--- config.mk ---
export PLATFORM = sky130hd
export DESIGN_NAME = pvsm_ram
export DESIGN_NICKNAME = d
export VERILOG_FILES = /design/src/hw/rtl/pvsm_ram.sv
export SDC_FILE = /design/constraint.sdc
export NUM_CORES = 1
export LEC_CHECK = 0
export BUFFER_PORTS_ARGS = -buffer_cell sky130_fd_sc_hd__buf_2
export CORE_MARGIN = 8
export CORE_UTILIZATION = 65
export DETAILED_ROUTE_END_ITERATION = 8
export PLACE_DENSITY = 0.92
export SETUP_SLACK_MARGIN = 0.02
export SYNTH_ARGS = -nofsm -noshare
export SYNTH_HDL_FRONTEND = slang
export SYNTH_SLANG_ARGS = --single-unit
--- constraint.sdc ---
create_clock -name clk_i -period 3.5 [get_ports clk_i]
set_input_delay 0.175 -clock clk_i [delete_from_list [all_inputs] [get_ports clk_i]]
set_output_delay 0.175 -clock clk_i [all_outputs]
set_load 0.1 [all_outputs]
--- src/hw/rtl/pvsm_ram.sv ---
// ----------------------------------------------------------------------------
// Generic single-port-write RAM
// One write port and one read port with registered read data.
// ----------------------------------------------------------------------------
module pvsm_ram #(
  parameter int unsigned WIDTH = 8,
  parameter int unsigned DEPTH = 16,
  localparam int unsigned ADDR_W = (DEPTH > 1) ? $clog2(DEPTH) : 1
) (
  input  logic              clk_i,
  input  logic              we_i,
  input  logic [ADDR_W-1:0] waddr_i,
  input  logic [WIDTH-1:0]  wdata_i,
  input  logic [ADDR_W-1:0] raddr_i,
  output logic [WIDTH-1:0]  rdata_o
);
  logic [WIDTH-1:0] mem_q [DEPTH];
  logic [WIDTH-1:0] rdata_q;

  always_ff @(posedge clk_i) begin
    if (we_i) begin
      mem_q[waddr_i] <= wdata_i;
    end
    rdata_q <= mem_q[raddr_i];
  end

  assign rdata_o = rdata_q;
endmodule

# Word level (Yosys, flattened, before mapping)
# Memories as Yosys holds them, arrays and structs flattened. A register that Yosys moved wholly into a read port is not among the register bits.
# Cells that the tools add are included.
word_totals:
  ramBits: 128
  in_bits: 18
  regBits: 0
  n_memories: 1
  out_inout_bits: 8
  word_cells: 3
op_classes:
  n_mux: 2
mem_list:
  columns: ["name", "depth", "width", "rd", "rd_clocked_by_memory_dff", "wr", "line_no", "text"]
  rows:
  - ["mem_q", 16, 8, 1, 1, 1, "17", "logic [WIDTH-1:0] mem_q [DEPTH];"]
ops:
  columns: ["op", "n"]
  rows:
  - ["$mux 1", 2]

# Depth between registers and ports, before layout
# Gate-level depths: netlist of run 1.
depth:
  depth_word: 2
  ltp_mapped: 5
  ltp_nobuf: 3

# Least setup slack after synthesis of run 1
# OpenSTA, ideal clock, no wires.
synth_timing:
  kind: "input-to-reg"
  start: "input port waddr_i[2]"
  end: "memory mem_q[0][0], enable pin"
  path_stages: 2
  n_path_buf: 0
  slack_ns: 1.832
  arrival_time_ns: 1.285
  setup_time_ns: 0.383
  required_time_ns: 3.117
  cell_sequence: "or3b_2 -> nor3_1"
synth_lines:
  columns: ["element", "line_no", "text"]
  rows:
  - ["start: declaration", "12", "input logic [ADDR_W-1:0] waddr_i,"]
  - ["end: declaration", "17", null]
# No word-level cell before the write port.

==> results of run 1 <==
[registers in the layout, summed over array words and instances (netlist names)]
register	flops
mem_q	128
rdata_o	8
[cell usage in the layout (no fill, tap or decap), types with 3 or more instances in the layout]
master                       Yosys  layout
sky130_fd_sc_hd__edfxtp_1      128     128
sky130_fd_sc_hd__buf_2           3      25
sky130_fd_sc_hd__mux4_2         18      18
sky130_fd_sc_hd__a22oi_1        16      16
sky130_fd_sc_hd__clkbuf_16       0      16
sky130_fd_sc_hd__mux4_1         14      14
sky130_fd_sc_hd__nor2_1         13      13
sky130_fd_sc_hd__nand2_1         9       9
sky130_fd_sc_hd__dfxtp_1         8       8
sky130_fd_sc_hd__clkinvlp_4      0       6
sky130_fd_sc_hd__nor3_1          4       3
sky130_fd_sc_hd__buf_4           1       3
[worst max-delay path, delay by kind of cell]
kind | cells | cell delay [ps]
buffers and inverters | 1 | 770
muxes | 1 | 690
AOI/OAI and AO/OA | 1 | 250
and+or+nand+nor | 1 | 90
[power by group through the flow]
stage          sequential, uW  clock, uW  combinational [uW]
3_3_place_gp             1860          0                 228
4_1_cts                  1840       1690                 239
3_5_place_dp             1870          0                 235
2_1_floorplan            1940          0                92.4
5_1_grt                  1840       1760                 251
6_report                 1830       1680                 239
[worst paths after layout]
path | from | endpoint | slack, ps | cells past startpoint
max reg2reg | mem_q[4][3] | rdata_o[3] | 2100 | 3
max | raddr_i[0] | rdata_o[0] | 1910 | 4
min reg2reg | mem_q[8][3] | rdata_o[3] | 680 | 3
min | wdata_i[3] | mem_q[8][3] | 40 | 1
[layer usage]
| layer | routed length, um | vias to the layer above |
|---|---|---|
| li1 | - | 1050 |
| met3 | 831 | 19 |
| met5 | 0 | - |
| met2 | 5130 | 162 |
| met1 | 4220 | 1247 |
| met4 | 179 | 0 |
[stage by stage]
step / hold slack [ps] / worst slack [ps] / cell area [sq um] / power, uW / util, %
floorplan: 274 / 1830 / 5150 / 2030 / -
global placement: 548 / 1220 / 5340 / 2090 / 69.4
detailed placement: 569 / 1180 / 5340 / 2100 / 69.4
CTS: 30.4 / 1730 / 5900 / 3760 / 76.8
global route: 38.6 / 1770 / 5910 / 3840 / 76.9
finish: 43.8 / 1910 / 5910 / 3750 / 76.9
[cells in the mapped netlist, types with 2 or more instances]
master and n:
sky130_fd_sc_hd__edfxtp_1 128, sky130_fd_sc_hd__mux4_2 18, sky130_fd_sc_hd__a22oi_1 16, sky130_fd_sc_hd__mux4_1 14, sky130_fd_sc_hd__nor2_1 13, sky130_fd_sc_hd__nand2_1 9
sky130_fd_sc_hd__dfxtp_1 8, sky130_fd_sc_hd__nor3_1 4, sky130_fd_sc_hd__buf_2 3, sky130_fd_sc_hd__buf_6 3, sky130_fd_sc_hd__clkdlybuf4s25_2 3, sky130_fd_sc_hd__nand2b_1 2
sky130_fd_sc_hd__nand3b_1 2
[cells by family after synthesis]
group / count (synthesis) / synth area share, %
mux: 32 / 15.0
compound gates: 16 / 2.33
simple gates: 35 / 3.18
buf+inv: 10 / 1.68
flops: 136 / 77.8
[cell type report]
| class | instances | share of cell area (%) |
|---|---|---|
| sequential | 136 | 67.7 |
| antenna | 1 | 0.0423 |
| timing repair buffer | 28 | 2.50 |
| multi-input combinational | 83 | 18.0 |
| tap | 102 | 2.16 |
| clock buffer | 18 | 7.07 |
| clock inverter | 14 | 2.52 |
==> flow_results.xml, run 1 <==
<?xml version="1.0" encoding="UTF-8"?>
<metrics>
  <group name="worst_setup_path">
    <metric name="arrival" unit="ps">1990</metric>
    <metric name="setup.worst_path.end_class" unit="">flip-flop</metric>
    <metric name="critPathLaunchType" unit="">primary input</metric>
    <metric name="timing.critical_path.fanout_max" unit="">32</metric>
    <metric name="critical_path.cell_chain" unit="">buf_2 -&gt; mux4_1 -&gt; a22oi_1 -&gt; nand2_1</metric>
    <metric name="worst_path_largest_cell_delay" unit="ps">770</metric>
    <metric name="timing_worst_setup_path_type" unit="">in -&gt; reg</metric>
    <metric name="critical_path_required" unit="ps">3900</metric>
    <metric name="crit_path_top_delay_cell" unit="">sky130_fd_sc_hd__buf_2</metric>
  </group>
  <group name="cts">
    <metric name="cts-buffers-inserted" unit="">17</metric>
    <metric name="post_cts.resized_instances" unit="">0</metric>
    <metric name="tritoncts" unit="">built</metric>
    <metric name="post-cts-setup-buffers" unit="">0</metric>
    <metric name="worst_skew_pair.late_latency" unit="ps">520</metric>
    <metric name="maximum_buffer_depth_of_the_clock_tree" unit="">2</metric>
    <metric name="clock-root-buffer" unit="">sky130_fd_sc_hd__clkbuf_8</metric>
    <metric name="cts.reportedPaths.clkPinSlew" unit="ps">60</metric>
    <metric name="cts-htree-levels" unit="">4</metric>
    <metric name="clock_sinks" unit="">136</metric>
    <metric name="hold_fix_buffers_cts" unit="">0</metric>
  </group>
  <group name="detailed_routing">
    <metric name="routed_wl" unit="um">10400</metric>
    <metric name="drc_errors" unit="">0</metric>
    <metric name="detail_route.wl_per_cell" unit="um">27.1</metric>
    <metric name="initialDrtViolationCount" unit="">244</metric>
    <metric name="antenna_left" unit="">0</metric>
    <metric name="post_drt_via_cell_ratio" unit="">6.49</metric>
    <metric name="firstDrtPassIters" unit="">5</metric>
    <metric name="detailroute.via_count" unit="">2478</metric>
  </group>
  <group name="global_routing">
    <metric name="grt_remaining_overflow" unit="">0</metric>
    <metric name="groute.usage.overall" unit="%">19.5</metric>
    <metric name="grt_pass1_wl" unit="um">15700</metric>
    <metric name="gr-usage-met2" unit="%">30.5</metric>
    <metric name="grt.busiest_layer" unit="">met2</metric>
    <metric name="first_global_vias" unit="">2574</metric>
    <metric name="grtUsageMet1" unit="%">25.5</metric>
    <metric name="met3_usage" unit="%">5.59</metric>
    <metric name="grt_antenna_before_repair" unit="">1</metric>
    <metric name="grt_start_max_net_pins" unit="">33</metric>
  </group>
  <group name="cells_and_area">
    <metric name="fillers" unit="">395</metric>
    <metric name="post_route_cells_drive_above_1_share" unit="%">28.0</metric>
    <metric name="register_area" unit="sq um">4000</metric>
    <metric name="finalNetCount" unit="">284</metric>
    <metric name="post_layout_nonfiller_instances" unit="">382</metric>
    <metric name="multi_input_comb_area" unit="sq um">1060</metric>
    <metric name="synthToLayoutAreaGrowth" unit="%">14.8</metric>
  </group>
  <group name="pwr">
    <metric name="max-vdd-ir-drop" unit="V">0.000624</metric>
    <metric name="power.switching_fraction" unit="%">22.7</metric>
    <metric name="pwr_density_cell" unit="nW/um^2">635</metric>
    <metric name="total_switching_power" unit="uW">853</metric>
    <metric name="power.share.combinational" unit="%">6.4</metric>
    <metric name="clock_power_share" unit="%">44.8</metric>
    <metric name="intPower" unit="uW">2900</metric>
    <metric name="power.static_leakage" unit="uW">0.00197</metric>
    <metric name="power_frac_seq" unit="%">48.9</metric>
  </group>
  <group name="yosys">
    <metric name="synthesis.nets" unit="">247</metric>
    <metric name="synth_top_area_share" unit="%">74.7</metric>
    <metric name="synth_top_area_cell" unit="">sky130_fd_sc_hd__edfxtp_1</metric>
    <metric name="mappedNetlistArea" unit="sq um">5150</metric>
    <metric name="synth.yosys.warnings" unit="">0</metric>
    <metric name="synth_edf_count" unit="">128</metric>
    <metric name="post_synthesis_instance_total" unit="">229</metric>
    <metric name="async_reset_ff_share" unit="%">0</metric>
    <metric name="dominantRegCellSynth" unit="">sky130_fd_sc_hd__edfxtp_1</metric>
    <metric name="seq_area_frac_synth" unit="%">77.8</metric>
    <metric name="synth.avg_cell_area" unit="sq um">22.5</metric>
    <metric name="synth.area.top_cells" unit="">sky130_fd_sc_hd__edfxtp_1, sky130_fd_sc_hd__mux4_2, sky130_fd_sc_hd__mux4_1</metric>
    <metric name="synth_cell_types" unit="">19</metric>
    <metric name="flop_and_latch_count_out_of_synthesis" unit="">136</metric>
  </group>
  <group name="floorplan">
    <metric name="ios" unit="">26</metric>
    <metric name="rows" unit="">32</metric>
    <metric name="floorplan.die_area" unit="sq um">11000</metric>
    <metric name="core_area" unit="sq um">7690</metric>
    <metric name="die_h" unit="um">105</metric>
    <metric name="start_util" unit="%">67.0</metric>
    <metric name="dieWidth" unit="um">105</metric>
  </group>
  <group name="place">
    <metric name="half_perimeter_wire_length_after_detailed_placement" unit="um">5840</metric>
    <metric name="place.detailed.instances" unit="">349</metric>
    <metric name="io_port_bufs" unit="">25</metric>
    <metric name="gp_congestion" unit="">0.754</metric>
  </group>
  <group name="sta">
    <metric name="report.final.hold_viol_count" unit="">0</metric>
    <metric name="fin_setup_tns" unit="ps">0</metric>
    <metric name="rsz_0062_raised_after_global_routing" unit="">no</metric>
    <metric name="min_period_over_period" unit="%">45.4</metric>
    <metric name="least_margin_pin_slew" unit="ps">1030</metric>
    <metric name="relSlewSlack" unit="%">31.3</metric>
    <metric name="worst_clock_skew" unit="ps">8.94</metric>
    <metric name="timing.final.setup_violations" unit="">0</metric>
    <metric name="maxClockFrequency" unit="MHz">630</metric>
    <metric name="report.final.slew_viol_count" unit="">0</metric>
    <metric name="timing.final.crit_period" unit="ps">1590</metric>
  </group>
  <group name="min_path">
    <metric name="worst_hold_path_type" unit="">in -&gt; reg</metric>
  </group>
  <group name="run">
    <metric name="max-cap-violations" unit="">0</metric>
  </group>
  <group name="outcome">
    <metric name="run_status" unit="">completed</metric>
  </group>
</metrics>
No activity file was read; power rests on OpenSTA's default activity.
==> run 2, diff against run 1 <==
- CORE_UTILIZATION: 65 -> 60
- PLACE_DENSITY: 0.92 -> 0.86
- clock period: 3.5 -> 1.5 ns (I/O delays scaled with it)
==> run 2 against run 1 <==
  * Global-route usage shrank 0.38 points
  * Cell count grew 8.6%
  * Wire length grew 1.9%
  * Largest cell class unchanged
  * Setup slack lost 1800 ps
  * Critical path type is now reg -> reg
  * Sequential power grew 130%
  * Sequential share of layout area shrank 3.6 points
==> flow_results.xml, run 2 (synthesized netlist as in run 1, its figures left out) <==
<?xml version="1.0" encoding="UTF-8"?>
<metrics>
  <group name="cells_and_area">
    <metric name="antenna_cells" unit="">0</metric>
    <metric name="multi_input_comb_area" unit="sq um">1060</metric>
    <metric name="finalNetCount" unit="">315</metric>
    <metric name="register_area" unit="sq um">4000</metric>
    <metric name="number_of_flip_flops_in_the_largest_register" unit="">128</metric>
    <metric name="most-common-layout-cells" unit="">sky130_fd_sc_hd__edfxtp_1, sky130_fd_sc_hd__buf_2, sky130_fd_sc_hd__buf_4</metric>
    <metric name="post_route_cells_drive_above_1_share" unit="%">32.6</metric>
    <metric name="fillers" unit="">426</metric>
    <metric name="largest-register" unit="">mem_q</metric>
    <metric name="synthToLayoutAreaGrowth" unit="%">21.3</metric>
    <metric name="layout_commonest_cell" unit="">sky130_fd_sc_hd__edfxtp_1</metric>
  </group>
  <group name="outcome">
    <metric name="run_status" unit="">completed</metric>
  </group>
  <group name="pwr">
    <metric name="power.static_leakage" unit="uW">0.00217</metric>
    <metric name="max-vdd-ir-drop" unit="V">0.000923</metric>
    <metric name="pwr_density_cell" unit="nW/um^2">1460</metric>
  </group>
  <group name="cts">
    <metric name="clock_sinks" unit="">136</metric>
    <metric name="cts-htree-levels" unit="">4</metric>
    <metric name="hold_fix_buffers_cts" unit="">8</metric>
    <metric name="cts-buffers-inserted" unit="">17</metric>
    <metric name="worst_skew_pair.late_latency" unit="ps">510</metric>
    <metric name="tritoncts" unit="">built</metric>
    <metric name="maximum_buffer_depth_of_the_clock_tree" unit="">2</metric>
    <metric name="post_cts.resized_instances" unit="">0</metric>
    <metric name="clock-root-buffer" unit="">sky130_fd_sc_hd__clkbuf_8</metric>
    <metric name="cts.reportedPaths.clkPinSlew" unit="ps">60</metric>
    <metric name="post-cts-setup-buffers" unit="">0</metric>
  </group>
  <group name="global_routing">
    <metric name="grt_remaining_overflow" unit="">0</metric>
    <metric name="grt_antenna_before_repair" unit="">0</metric>
    <metric name="groute.usage.overall" unit="%">19.2</metric>
    <metric name="grt_start_max_net_pins" unit="">33</metric>
    <metric name="grtUsageMet1" unit="%">24.2</metric>
    <metric name="met3_usage" unit="%">4.78</metric>
    <metric name="first_global_vias" unit="">2706</metric>
    <metric name="gr-usage-met2" unit="%">30.0</metric>
    <metric name="grt.busiest_layer" unit="">met2</metric>
    <metric name="grt_pass1_wl" unit="um">15700</metric>
  </group>
  <group name="sta">
    <metric name="timing.final.setup_violations" unit="">0</metric>
    <metric name="fin_setup_tns" unit="ps">0</metric>
    <metric name="report.final.slew_viol_count" unit="">0</metric>
    <metric name="rsz_0062_raised_after_global_routing" unit="">no</metric>
    <metric name="worst_hold_slack" unit="ps">127</metric>
    <metric name="worst_clock_skew" unit="ps">5.15</metric>
    <metric name="report.final.hold_viol_count" unit="">0</metric>
    <metric name="least_margin_pin_slew" unit="ps">755</metric>
    <metric name="timing.final.crit_period" unit="ps">1410</metric>
    <metric name="maxClockFrequency" unit="MHz">711</metric>
    <metric name="min_period_over_period" unit="%">93.8</metric>
    <metric name="relSlewSlack" unit="%">49.5</metric>
  </group>
  <group name="floorplan">
    <metric name="floorplan.die_area" unit="sq um">11800</metric>
    <metric name="die_h" unit="um">109</metric>
    <metric name="ios" unit="">26</metric>
    <metric name="core_area" unit="sq um">8260</metric>
    <metric name="start_util" unit="%">62.3</metric>
    <metric name="rows" unit="">33</metric>
    <metric name="dieWidth" unit="um">109</metric>
  </group>
  <group name="detailed_routing">
    <metric name="antenna_left" unit="">0</metric>
    <metric name="post_drt_via_cell_ratio" unit="">6.30</metric>
    <metric name="detailroute.via_count" unit="">2616</metric>
    <metric name="initialDrtViolationCount" unit="">230</metric>
    <metric name="drc_errors" unit="">0</metric>
    <metric name="firstDrtPassIters" unit="">6</metric>
    <metric name="detail_route.wl_per_cell" unit="um">25.4</metric>
    <metric name="routed_wl" unit="um">10600</metric>
  </group>
  <group name="min_path">
    <metric name="worst_hold_startpoint" unit="">raddr_i[2]</metric>
    <metric name="whs_path_depth" unit="">5</metric>
    <metric name="worst_hold_path_type" unit="">in -&gt; reg</metric>
    <metric name="hold_path_end" unit="">rdata_o[3]</metric>
  </group>
  <group name="place">
    <metric name="half_perimeter_wire_length_after_detailed_placement" unit="um">6140</metric>
    <metric name="gp_congestion" unit="">0.816</metric>
    <metric name="io_port_bufs" unit="">25</metric>
  </group>
  <group name="worst_setup_path">
    <metric name="reg2reg_from" unit="">mem_q[1][6]</metric>
    <metric name="timing.critical_path.fanout_max" unit="">1</metric>
    <metric name="reg2reg_slack" unit="ps">90</metric>
    <metric name="setup.worst_path.end_class" unit="">flip-flop</metric>
    <metric name="critical_path_required" unit="ps">1890</metric>
    <metric name="reg2regPathDepth" unit="">3</metric>
    <metric name="timing_worst_setup_path_type" unit="">reg -&gt; reg</metric>
    <metric name="critical_path.reg2reg.endpoint" unit="">rdata_o[6]</metric>
    <metric name="critPathLaunchType" unit="">flip-flop</metric>
    <metric name="arrival" unit="ps">1790</metric>
  </group>
  <group name="run">
    <metric name="max-cap-violations" unit="">0</metric>
  </group>
</metrics>
## run 2: worst max-delay path by stage
stage                      startpoint           to  slack (ps)  cells past startpoint
after CTS                 mem_q[7][6]   rdata_o[6]          80                      3
final                     mem_q[1][6]   rdata_o[6]          90                      3
after global placement     raddr_i[0]   rdata_o[0]          10                      5
after detailed placement   raddr_i[0]   rdata_o[0]           1                      5
after floorplan            waddr_i[2]  mem_q[3][0]         160                      2
after global routing      mem_q[3][6]   rdata_o[6]          20                      3
## run 2: power by group
part           switching [uW]  internal (uW)
Sequential               25.4           4250
Combinational             414            195
Clock                    1470           2730
Total                    1910           7170
## run 2: final cells by class
cell class,count,area share [%]
sequential,136,64.1
clock inverter,13,2.85
multi-input combinational,83,17.0
timing repair buffer,59,7.01
clock buffer,19,6.91
tap,105,2.10
## run 2: per-layer routing
metal	up-vias	routed length, um	part of all wire, %
li1	1110	-	-
met1	1331	4140	39
met2	156	5350	51
met3	19	812	7.7
met4	0	253	2.4
met5	-	0	0
## run 2: stage by stage
step           cell area, sq um  util, %  instances  setup slack (ps)  total power [uW]
5_1_grt                    6240     75.6        415              24.4              9330
4_1_cts                    6240     75.6        415              84.6              9130
2_1_floorplan              5150        -        229               159              4750
3_3_place_gp               5560     67.3        375              10.0              4910
3_5_place_dp               5560     67.3        375              1.24              4940
6_report                   6240     75.6        415              93.3              9090
## run 2: worst max-delay path, stage by stage, from the launching register on
cell	delay, ps
sky130_fd_sc_hd__edfxtp_1	380
sky130_fd_sc_hd__mux4_2	470
sky130_fd_sc_hd__a22oi_1	350
sky130_fd_sc_hd__nand2_1	90
